**config.mk**
```make
export PLATFORM = sky130hd
export DESIGN_NAME = tqc_queue
export DESIGN_NICKNAME = d
export VERILOG_FILES = /design/src/tqc_pkg.sv /design/src/tqc_queue.sv
export SDC_FILE = /design/constraint.sdc
export NUM_CORES = 1
export LEC_CHECK = 0
export BUFFER_PORTS_ARGS = -buffer_cell sky130_fd_sc_hd__buf_2
export CAP_MARGIN = 10
export CORE_AREA = 5 5 215 217
export DETAILED_ROUTE_END_ITERATION = 12
export DIE_AREA = 0 0 220 222
export PLACE_DENSITY = 0.83
export SLEW_MARGIN = 20
export SYNTH_ARGS = -nofsm -noshare
export SYNTH_HDL_FRONTEND = slang
export SYNTH_SLANG_ARGS = --single-unit
```
**constraint.sdc**
```tcl
create_clock -name clk -period 10.25 [get_ports clk]
set_input_delay 2.05 -clock clk [delete_from_list [all_inputs] [get_ports clk]]
set_output_delay 2.05 -clock clk [all_outputs]
set_load 0.05 [all_outputs]
```
**src/tqc_pkg.sv**
```systemverilog
// ----------------------------------------------------------------------------
// tqc_pkg
// Shared types, codes and helper functions of the textured quad clipper.
// ----------------------------------------------------------------------------
package tqc_pkg;

  localparam int PosW       = 20;
  localparam int SizeW      = 19;
  localparam int CfgIdxW    = 2;
  localparam int CfgDataW   = 20;
  localparam int QueueDepth = 2;

  typedef logic signed [PosW-1:0] pos_t;
  typedef logic [SizeW-1:0]       size_t;

  typedef enum logic [1:0] {
    ST_REJECT = 2'd0,
    ST_CLIP   = 2'd1,
    ST_PASS   = 2'd2
  } status_t;

  localparam logic [CfgIdxW-1:0] CFG_CLIP_LEFT   = 2'd0;
  localparam logic [CfgIdxW-1:0] CFG_CLIP_TOP    = 2'd1;
  localparam logic [CfgIdxW-1:0] CFG_CLIP_WIDTH  = 2'd2;
  localparam logic [CfgIdxW-1:0] CFG_CLIP_HEIGHT = 2'd3;

  typedef struct packed {
    pos_t  left;
    pos_t  top;
    size_t width;
    size_t height;
  } cfg_t;

  // classified item handed from front to back
  typedef struct packed {
    status_t status;
    pos_t    qx;
    pos_t    qy;
    size_t   qw;
    size_t   qh;
    pos_t    tx;
    pos_t    ty;
    size_t   tw;
    size_t   th;
    pos_t    lx;
    pos_t    ly;
    size_t   sx;
    size_t   sy;
    size_t   ox;
    size_t   oy;
  } item_t;

  typedef struct packed {
    pos_t  lo;
    size_t sz;
    size_t off;
  } axis_t;

  // partial remainder and quotient shift register of one restoring divider
  typedef struct packed {
    size_t rem;
    size_t quo;
  } div_t;

  typedef struct packed {
    status_t status;
    pos_t    x;
    pos_t    y;
    size_t   w;
    size_t   h;
    pos_t    tex_x;
    pos_t    tex_y;
    size_t   tex_w;
    size_t   tex_h;
  } result_t;

  function automatic axis_t clamp_axis(pos_t q, size_t qs, pos_t c, size_t cs);
    logic signed [PosW:0] qv;
    logic signed [PosW:0] cv;
    logic signed [PosW:0] qe;
    logic signed [PosW:0] ce;
    logic signed [PosW:0] lo;
    logic signed [PosW:0] hi;
    logic signed [PosW:0] d;
    logic signed [PosW:0] o;
    axis_t r;
    qv = {q[PosW-1], q};
    cv = {c[PosW-1], c};
    qe = qv + $signed({2'b00, qs});
    ce = cv + $signed({2'b00, cs});
    lo = (qv > cv) ? qv : cv;
    hi = (qe < ce) ? qe : ce;
    d  = hi - lo;
    o  = lo - qv;
    if (lo < hi) begin
      r.lo  = lo[PosW-1:0];
      r.sz  = d[SizeW-1:0];
      r.off = o[SizeW-1:0];
    end else begin
      r.lo  = q;
      r.sz  = '0;
      r.off = '0;
    end
    return r;
  endfunction

  function automatic div_t div_step(div_t d, size_t dv);
    logic [SizeW:0] t;
    logic [SizeW:0] s;
    div_t r;
    t = {d.rem, d.quo[SizeW-1]};
    s = t - {1'b0, dv};
    if (t >= {1'b0, dv}) begin
      r.rem = s[SizeW-1:0];
      r.quo = {d.quo[SizeW-2:0], 1'b1};
    end else begin
      r.rem = t[SizeW-1:0];
      r.quo = {d.quo[SizeW-2:0], 1'b0};
    end
    return r;
  endfunction

  // texture origin plus non-negative offset, saturated at the top
  function automatic pos_t add_sat(pos_t t, size_t q);
    logic [PosW:0] s;
    s = {t[PosW-1], t} + {2'b00, q};
    if (s[PosW] != s[PosW-1]) begin
      return {1'b0, {(PosW-1){1'b1}}};
    end
    return s[PosW-1:0];
  endfunction

endpackage

```
**src/tqc_queue.sv**
```systemverilog
// ----------------------------------------------------------------------------
// tqc_queue
// Short FIFO between the classifying front and the arithmetic back.
// ----------------------------------------------------------------------------
module tqc_queue #(
  parameter int Depth = tqc_pkg::QueueDepth
) (
  input  logic           clk,
  input  logic           rst_n,
  input  logic           push_valid,
  output logic           push_ready,
  input  tqc_pkg::item_t push_item,
  output logic           pop_valid,
  input  logic           pop_ready,
  output tqc_pkg::item_t pop_item
);
  import tqc_pkg::*;

  localparam int PtrW = (Depth > 1) ? $clog2(Depth) : 1;
  localparam int CntW = $clog2(Depth + 1);
  localparam logic [PtrW-1:0] LastPtr = PtrW'(Depth - 1);

  item_t           mem_r [Depth];
  logic [PtrW-1:0] wr_r;
  logic [PtrW-1:0] rd_r;
  logic [CntW-1:0] cnt_r;
  logic            push;
  logic            pop;

  assign push_ready = cnt_r != CntW'(Depth);
  assign pop_valid  = cnt_r != '0;
  assign push       = push_valid && push_ready;
  assign pop        = pop_valid && pop_ready;
  assign pop_item   = mem_r[rd_r];

  always_ff @(posedge clk) begin
    if (!rst_n) begin
      wr_r  <= '0;
      rd_r  <= '0;
      cnt_r <= '0;
    end else begin
      if (push) begin
        wr_r <= (wr_r == LastPtr) ? '0 : wr_r + 1'b1;
      end
      if (pop) begin
        rd_r <= (rd_r == LastPtr) ? '0 : rd_r + 1'b1;
      end
      if (push && !pop) begin
        cnt_r <= cnt_r + 1'b1;
      end else if (pop && !push) begin
        cnt_r <= cnt_r - 1'b1;
      end
    end
    if (push) begin
      mem_r[wr_r] <= push_item;
    end
  end
endmodule

```
== Word level (Yosys, flattened, before mapping) ==
Memory sizes are Yosys's and may differ from the RTL's. A register that Yosys moved wholly into a read port is not among the register bits.
Cells that the tools add are included.
Word-level totals
  bits in registers: 4
  RAM bits: 548
  input port bits: 278
  output and inout bits: 276
  logic and storage cells: 25
  memories kept: 1
Cells by class
  add/subtract/negate cells: 4
  eq/ne operators: 1
  mux-type cells: 8
  reductions and logical operators: 8
Memories
  mem_r: depth 2, width 274, read ports 1, clocked after memory_dff 1, wr ports 1, line tqc_queue.sv:23  | item_t mem_r [Depth];
Operator list (count)
  two-way mux 1 bit: 6
  logical AND 1 bit: 4
  two-way mux 2 bit: 2
  nonzero test 2 bit: 2
  adder 1 bit, second input constant: 2
  adder 2 x 1 -> 2 bit, second input constant: 1
  logical NOT 1 bit: 2
  inequality test 2 bit, second input constant: 1
  subtractor 2 x 1 -> 2 bit, second input constant: 1

== Depth between registers and ports, before layout ==
Gate-level depths: netlist of run 1.
  depth after elaboration: 6
  mapped depth: 6
  gate-level depth less buffers: 6

== Least setup slack after synthesis of run 1 ==
No wires, ideal clock.
  path type: input to register
  start point: in push_valid
  end point: mem mem_r[1][0] (netlist name) (enable)
  library setup time: 0.672 ns
  arrival time: 8.337 ns
  data required time: 9.578 ns
  setup slack: 1.242 ns
  cell stages on the path: 1
  buffers on the path: 0
  cells stage by stage: and3_1
Between the ends
  word-level cells in the longest chain between the ends: 3
Ends and longest elaborated chain
  start: declaration: line tqc_queue.sv:10  | input logic push_valid,
  logical AND 1 bit: line tqc_queue.sv:32  | assign push = push_valid && push_ready;
  two-way mux 1 bit: line tqc_queue.sv:54  | if (push) begin
  two-way mux 1 bit (implied by the code): line tqc_queue.sv:55  | mem_r[wr_r] <= push_item;
  end: declaration: line tqc_queue.sv:23
Every way passes these cells.

==> results of run 1 <==
-- layer usage --
metal  GRT usage, %  share of wire [%]
met5              0               0.23
met3          6.637                 11
met1          19.71                 34
met4          6.463                2.8
met2          30.68                 51
-- cell families (layout without fill, tap and decap cells) --
logic type | count (synthesis) | count (layout) | synth area share, %
flops | 553 | 553 | 82.30
mux | 274 | 274 | 15.34
buf+inv | 31 | 659 | 1.667
simple gates | 9 | 9 | 0.3235
compound gates | 5 | 5 | 0.1741
xor+xnor | 3 | 3 | 0.1306
fa+ha+maj | 1 | 1 | 0.06219
other cells | 0 | 14 | 0
-- sequential cells by signal (all words and copies together) (netlist names), named ones only --
signal  cells
wr_r        1
cnt_r       2
rd_r        1
mem_r     548
-- cell usage after synthesis --
cell / n
a21bo_2: 1
edfxtp_1: 548
inv_1: 1
o21ai_0: 1
xor2_1: 1
o21ai_1: 1
a21boi_0: 1
and2_1: 4
or2_2: 1
mux2_2: 274
buf_6: 29
a21boi_1: 1
nand3b_1: 1
and3_1: 1
dfxtp_1: 5
or3_1: 1
nand2b_4: 1
xnor2_1: 2
buf_2: 1
ha_1: 1
-- power by group --
group | switching [mW] | internal (mW)
combinational | 1.80 | 0.650
sequential | 0.104 | 2.83
clock | 0.800 | 1.10
total | 2.71 | 4.58
-- critical path: cells and delay by family, from the launching register on --
| kind | cells | cell delay (ns) |
|---|---|---|
| DFF | 1 | 0.83 |
| buffers and inverters | 2 | 1.05 |
| muxes | 1 | 0.43 |
-- how the worst min path moves through the flow --
stage / from / endpoint / cells past startpoint
after floorplan: cnt_r[1] / cnt_r[1] / 2
after global routing: cnt_r[1] / cnt_r[1] / 2
after detailed placement: cnt_r[1] / cnt_r[1] / 2
after CTS: cnt_r[1] / cnt_r[1] / 2
after global placement: cnt_r[1] / cnt_r[1] / 2
final: cnt_r[1] / cnt_r[1] / 2
-- cell type report --
cell class	instances	area share (%)
clock buffer	69	5.768
timing repair buffer	558	11.31
clock inverter	31	1.080
antenna	14	0.1394
sequential	553	65.87
multi-input combinational	292	12.85
inverter	1	0.04479
tap	592	2.946
-- metrics by stage --
step | hold slack, ns | util, % | area (sq um) | power [mW]
finish | 0.5747 | 57.23 | 25140 | 7.290
global route | 0.6333 | 57.20 | 25130 | 7.556
CTS | 0.5771 | 57.15 | 25110 | 7.359
detailed placement | 0.5665 | 53.23 | 23380 | 5.442
global placement | 0.5308 | 53.23 | 23380 | 5.404
floorplan | 0.5124 | - | 20120 | 5.005
==> flow_summary.yaml, run 1 <==
run_status:
  status: "finished clean"
synth:
  ys_ff_latch: 553
  yosysSeqAreaShare_pct: 82.30
  synth.cell_area_sq_um: 20120
  syn_inst: 876
  synth_cell_types: 20
  netlist.area_leader.share_pct: 81.81
  yosysWarnings: 0
  mappedNetlistNets: 1155
  avgSynthCellArea_sq_um: 22.96
  post-synth-top-area-cell: "edfxtp_1"
  synthTopCellsByArea: "edfxtp_1, mux2_2, buf_6"
timing:
  post-route-period-util_pct: 49.55
  finalWorstSetupSlack_ns: 5.171
  timing.setup.tns_ns: 0
  rsz0062_at_grt: "no"
  tightest_slew_ns: 1.056
  maxSlewHeadroom_pct: 29.58
  slew_violations: 0
  final.setup_skew_ns: 0.01652
  setup_viol: 0
  hold_violations: 0
  fmax_mhz: 196.9
  min_period_ns: 5.079
finish:
  nets: 1740
  n_fill_cell: 3251
  most-common-layout-cells: "buf_2, edfxtp_1, mux2_2"
  layoutNonFillerInstCount: 2110
  area_growth_pct: 24.98
  multi_input_area_sq_um: 3229
  drive_gt1_share_pct: 60.64
  ff_latch_area_sq_um: 16560
  layout_commonest_cell: "buf_2"
place:
  gp_congestion: 0.8565
  dp.cells: 1996
  dp_hpwl_um: 30970
  post-place-ws_ns: 5.797
  port_buffers: 553
setup_path:
  start_kind: "flop"
  worst-path-max-fanout: 77
  regToRegSetupSlack_ns: 7.53
  cp.required_ns: 8.20
  critPathArrivalTime_ns: 3.03
  crit_slowest_cell: "dfxtp_4"
  critPathMaxStageDelay_ns: 0.83
  r2r-end: "mem_r[1][168]"
  r2r_cells: 3
  cp-endpoint: "pop_item[215]"
  worstSetupPathType: "reg2out"
  endpoint_kind: "output port"
  worstPathCellList: "buf_4 -> mux2_2 -> buf_2"
  worstReg2RegStart: "cnt_r[0]"
floorplanning:
  core_sq_um: 43930
  num_rows: 77
  dieHeight_um: 222
  dieArea_sq_um: 48840
  initial_core_util_pct: 45.79
  die_w_um: 220
  pin_count: 554
worst_hold_path:
  hold_path_class: "reg2reg"
drt:
  via_per_inst: 4.985
  vias: 10519
  drc_errors: 0
  dr.pass1.iters: 4
  ant_nets: 0
  routed_wl_um: 45280
  drt_iter0_drc: 734
  wl_per_cell_um: 21.46
global_routing:
  grt_max_degree: 144
  antenna_found_initial: 23
  gr-usage-all-layers_pct: 17.63
  grt_pass1_wl_um: 65190
  overflow: 0
  grt_pass1_vias: 11214
pwr:
  p_leak_nw: 9.268
  power.density_nw_per_um2: 290.0
  ir_worst_vdd_v: 0.0002429
clock_network:
  cts_buffers: 55
  h-tree-depth: 2
  clockBufferDepth: 3
  ctsResizeCount: 0
  cts.sink_count: 553
  cts_tree: "yes"
  root_buffer: "clkbuf_16"
  clk_latency_ns: 0.58
  cts_hold_buffers: 0
  cts_setup_buffers: 0
  path_clk_slew_ns: 0.06
run:
  maxCapViolations: 0
(Power assumes the default switching activity.)
==> run 2, diff against run 1 <==
Settings changed: CORE_AREA 5 5 215 217 to default, CORE_MARGIN from default to 5, CORE_UTILIZATION from default to 47, DIE_AREA 0 0 220 222 to default, PLACE_DENSITY 0.83 to 0.88.
Clock period 10.25 ns to 4.08 ns, I/O delays scaled along.
==> flow_summary.yaml, run 2 (synthesis results as in run 1) <==
timing:
  tightest_slew_ns: 0.8181
  fmax_mhz: 303.6
  min_period_ns: 3.293
  rsz0062_at_grt: "no"
  finalWorstSetupSlack_ns: 0.7867
  hold_violations: 0
  timing.setup.tns_ns: 0
  final.setup_skew_ns: 0.02146
  maxSlewHeadroom_pct: 45.46
  setup_viol: 0
  hold_slack_ns: 0.4180
  slew_violations: 0
  post-route-period-util_pct: 80.72
global_routing:
  grt_pass1_wl_um: 69050
  gr-usage-all-layers_pct: 19.22
  grt_pass1_vias: 11712
  antenna_found_initial: 14
  overflow: 0
  grt_max_degree: 96
setup_path:
  critPathArrivalTime_ns: 2.48
  worstSetupPathType: "reg2out"
  crit_family: "flip-flops"
  crit_slowest_cell: "dfxtp_4"
  critPathMaxStageDelay_ns: 0.82
  path_buf_inv: 2
  cp.required_ns: 3.26
  worst-path-max-fanout: 46
  start_kind: "flop"
  endpoint_kind: "output port"
  worstPathCellList: "buf_4 -> mux2_2 -> buf_2"
drt:
  drc_errors: 0
  routed_wl_um: 46780
  vias: 10658
  via_per_inst: 5.149
  wl_per_cell_um: 22.60
  dr.pass1.iters: 4
  ant_nets: 0
  drt_iter0_drc: 709
worst_hold_path:
  hold_path_class: "in2reg"
clock_network:
  cts.sink_count: 553
  h-tree-depth: 2
  cts_tree: "yes"
  clk_latency_ns: 0.58
  cts_buffers: 53
  path_clk_slew_ns: 0.07
  clockBufferDepth: 3
  root_buffer: "clkbuf_16"
  ctsResizeCount: 0
  cts_setup_buffers: 0
  cts_hold_buffers: 0
pwr:
  p_leak_nw: 9.436
  p_int_mw: 11.66
  combPwrFrac_pct: 34.6
  seqPwrFrac_pct: 39.4
  pwr-share-clk_pct: 26.0
  switching_share_pct: 37.27
  power.net_switching_mw: 6.925
  power.density_nw_per_um2: 732.1
  ir_worst_vdd_v: 0.0006934
  finalPower_mw: 18.58
floorplanning:
  num_rows: 75
  initial_core_util_pct: 47.74
  pin_count: 554
  core_sq_um: 42130
  die_w_um: 216.9
  dieArea_sq_um: 47040
  dieHeight_um: 216.9
place:
  port_buffers: 553
  dp_hpwl_um: 33020
  gp_congestion: 0.8255
  post-place-ws_ns: 1.349
  dp.cells: 1969
finish:
  reg_top3: "mem_r x548, cnt_r x2"
  drive_gt1_share_pct: 62.02
  largest_register_ffs: 548
  nets: 1764
  area_growth_pct: 26.16
  layoutNonFillerInstCount: 2070
  regMostFlops: "mem_r"
  most-common-layout-cells: "buf_2, edfxtp_1, mux2_2"
  layout_commonest_cell: "buf_2"
run:
  maxCapViolations: 0
run_status:
  status: "finished clean"
-- run 2: through the flow --
| stage | cell area, sq um | util [%] |
|---|---|---|
| global placement | 23630 | 56.09 |
| global route | 25370 | 60.21 |
| floorplan | 20120 | - |
| finish | 25380 | 60.23 |
| detailed placement | 23630 | 56.09 |
| CTS | 25360 | 60.18 |
-- run 2: path summary, 6_finish.rpt --
kind / start / slack (ns) / end / cells past startpoint
max: flop / 0.79 / pop_item[35] / 3
min: push_item[262] / 0.42 / mem_r[0][262] / 1
max reg2reg: cnt_r[0] / 1.89 / mem_r[0][7] / 4
min reg2reg: cnt_r[1] / 0.57 / cnt_r[1] / 2
-- run 2: cell type report --
| type | count | area (sq um) |
|---|---|---|
| Multi-Input combinational cell | 292 | 3229 |
| Antenna cell | 9 | 22.52 |
| Clock buffer | 58 | 1366 |
| Tap cell | 539 | 674.4 |
| Sequential cell | 553 | 16560 |
| Fill cell | 2930 | 16760 |
| Inverter | 1 | 7.507 |
| Timing Repair Buffer | 584 | 3163 |
| Clock inverter | 34 | 355.3 |
-- run 2: routing by layer --
metal | part of all wire (%) | track usage (%) | wire (um) | vias to the layer above
met5 | 0.11 | 0 | 53 | -
met1 | 34 | 21.08 | 16120 | 5296
met3 | 9.0 | 6.087 | 4207 | 114
met4 | 3.8 | 8.005 | 1778 | 8
li1 | - | - | - | 4743
met2 | 53 | 34.61 | 24620 | 497
-- run 2: power groups by stage --
stage	Combinational (mW)	Sequential, mW	Clock, mW
after CTS	6.47	7.34	4.93
final	6.42	7.33	4.83
after detailed placement	6.43	7.45	0
after global placement	6.34	7.40	0
after global routing	6.65	7.39	5.19
after floorplan	5.04	7.42	0
-- run 2: worst register-to-register path, cell delays in order, from the launching register on --
cell and delay, ns:
dfxtp_1 0.42, nand2b_4 0.19, nand3b_1 0.13, clkinvlp_4 0.48
buf_12 0.46
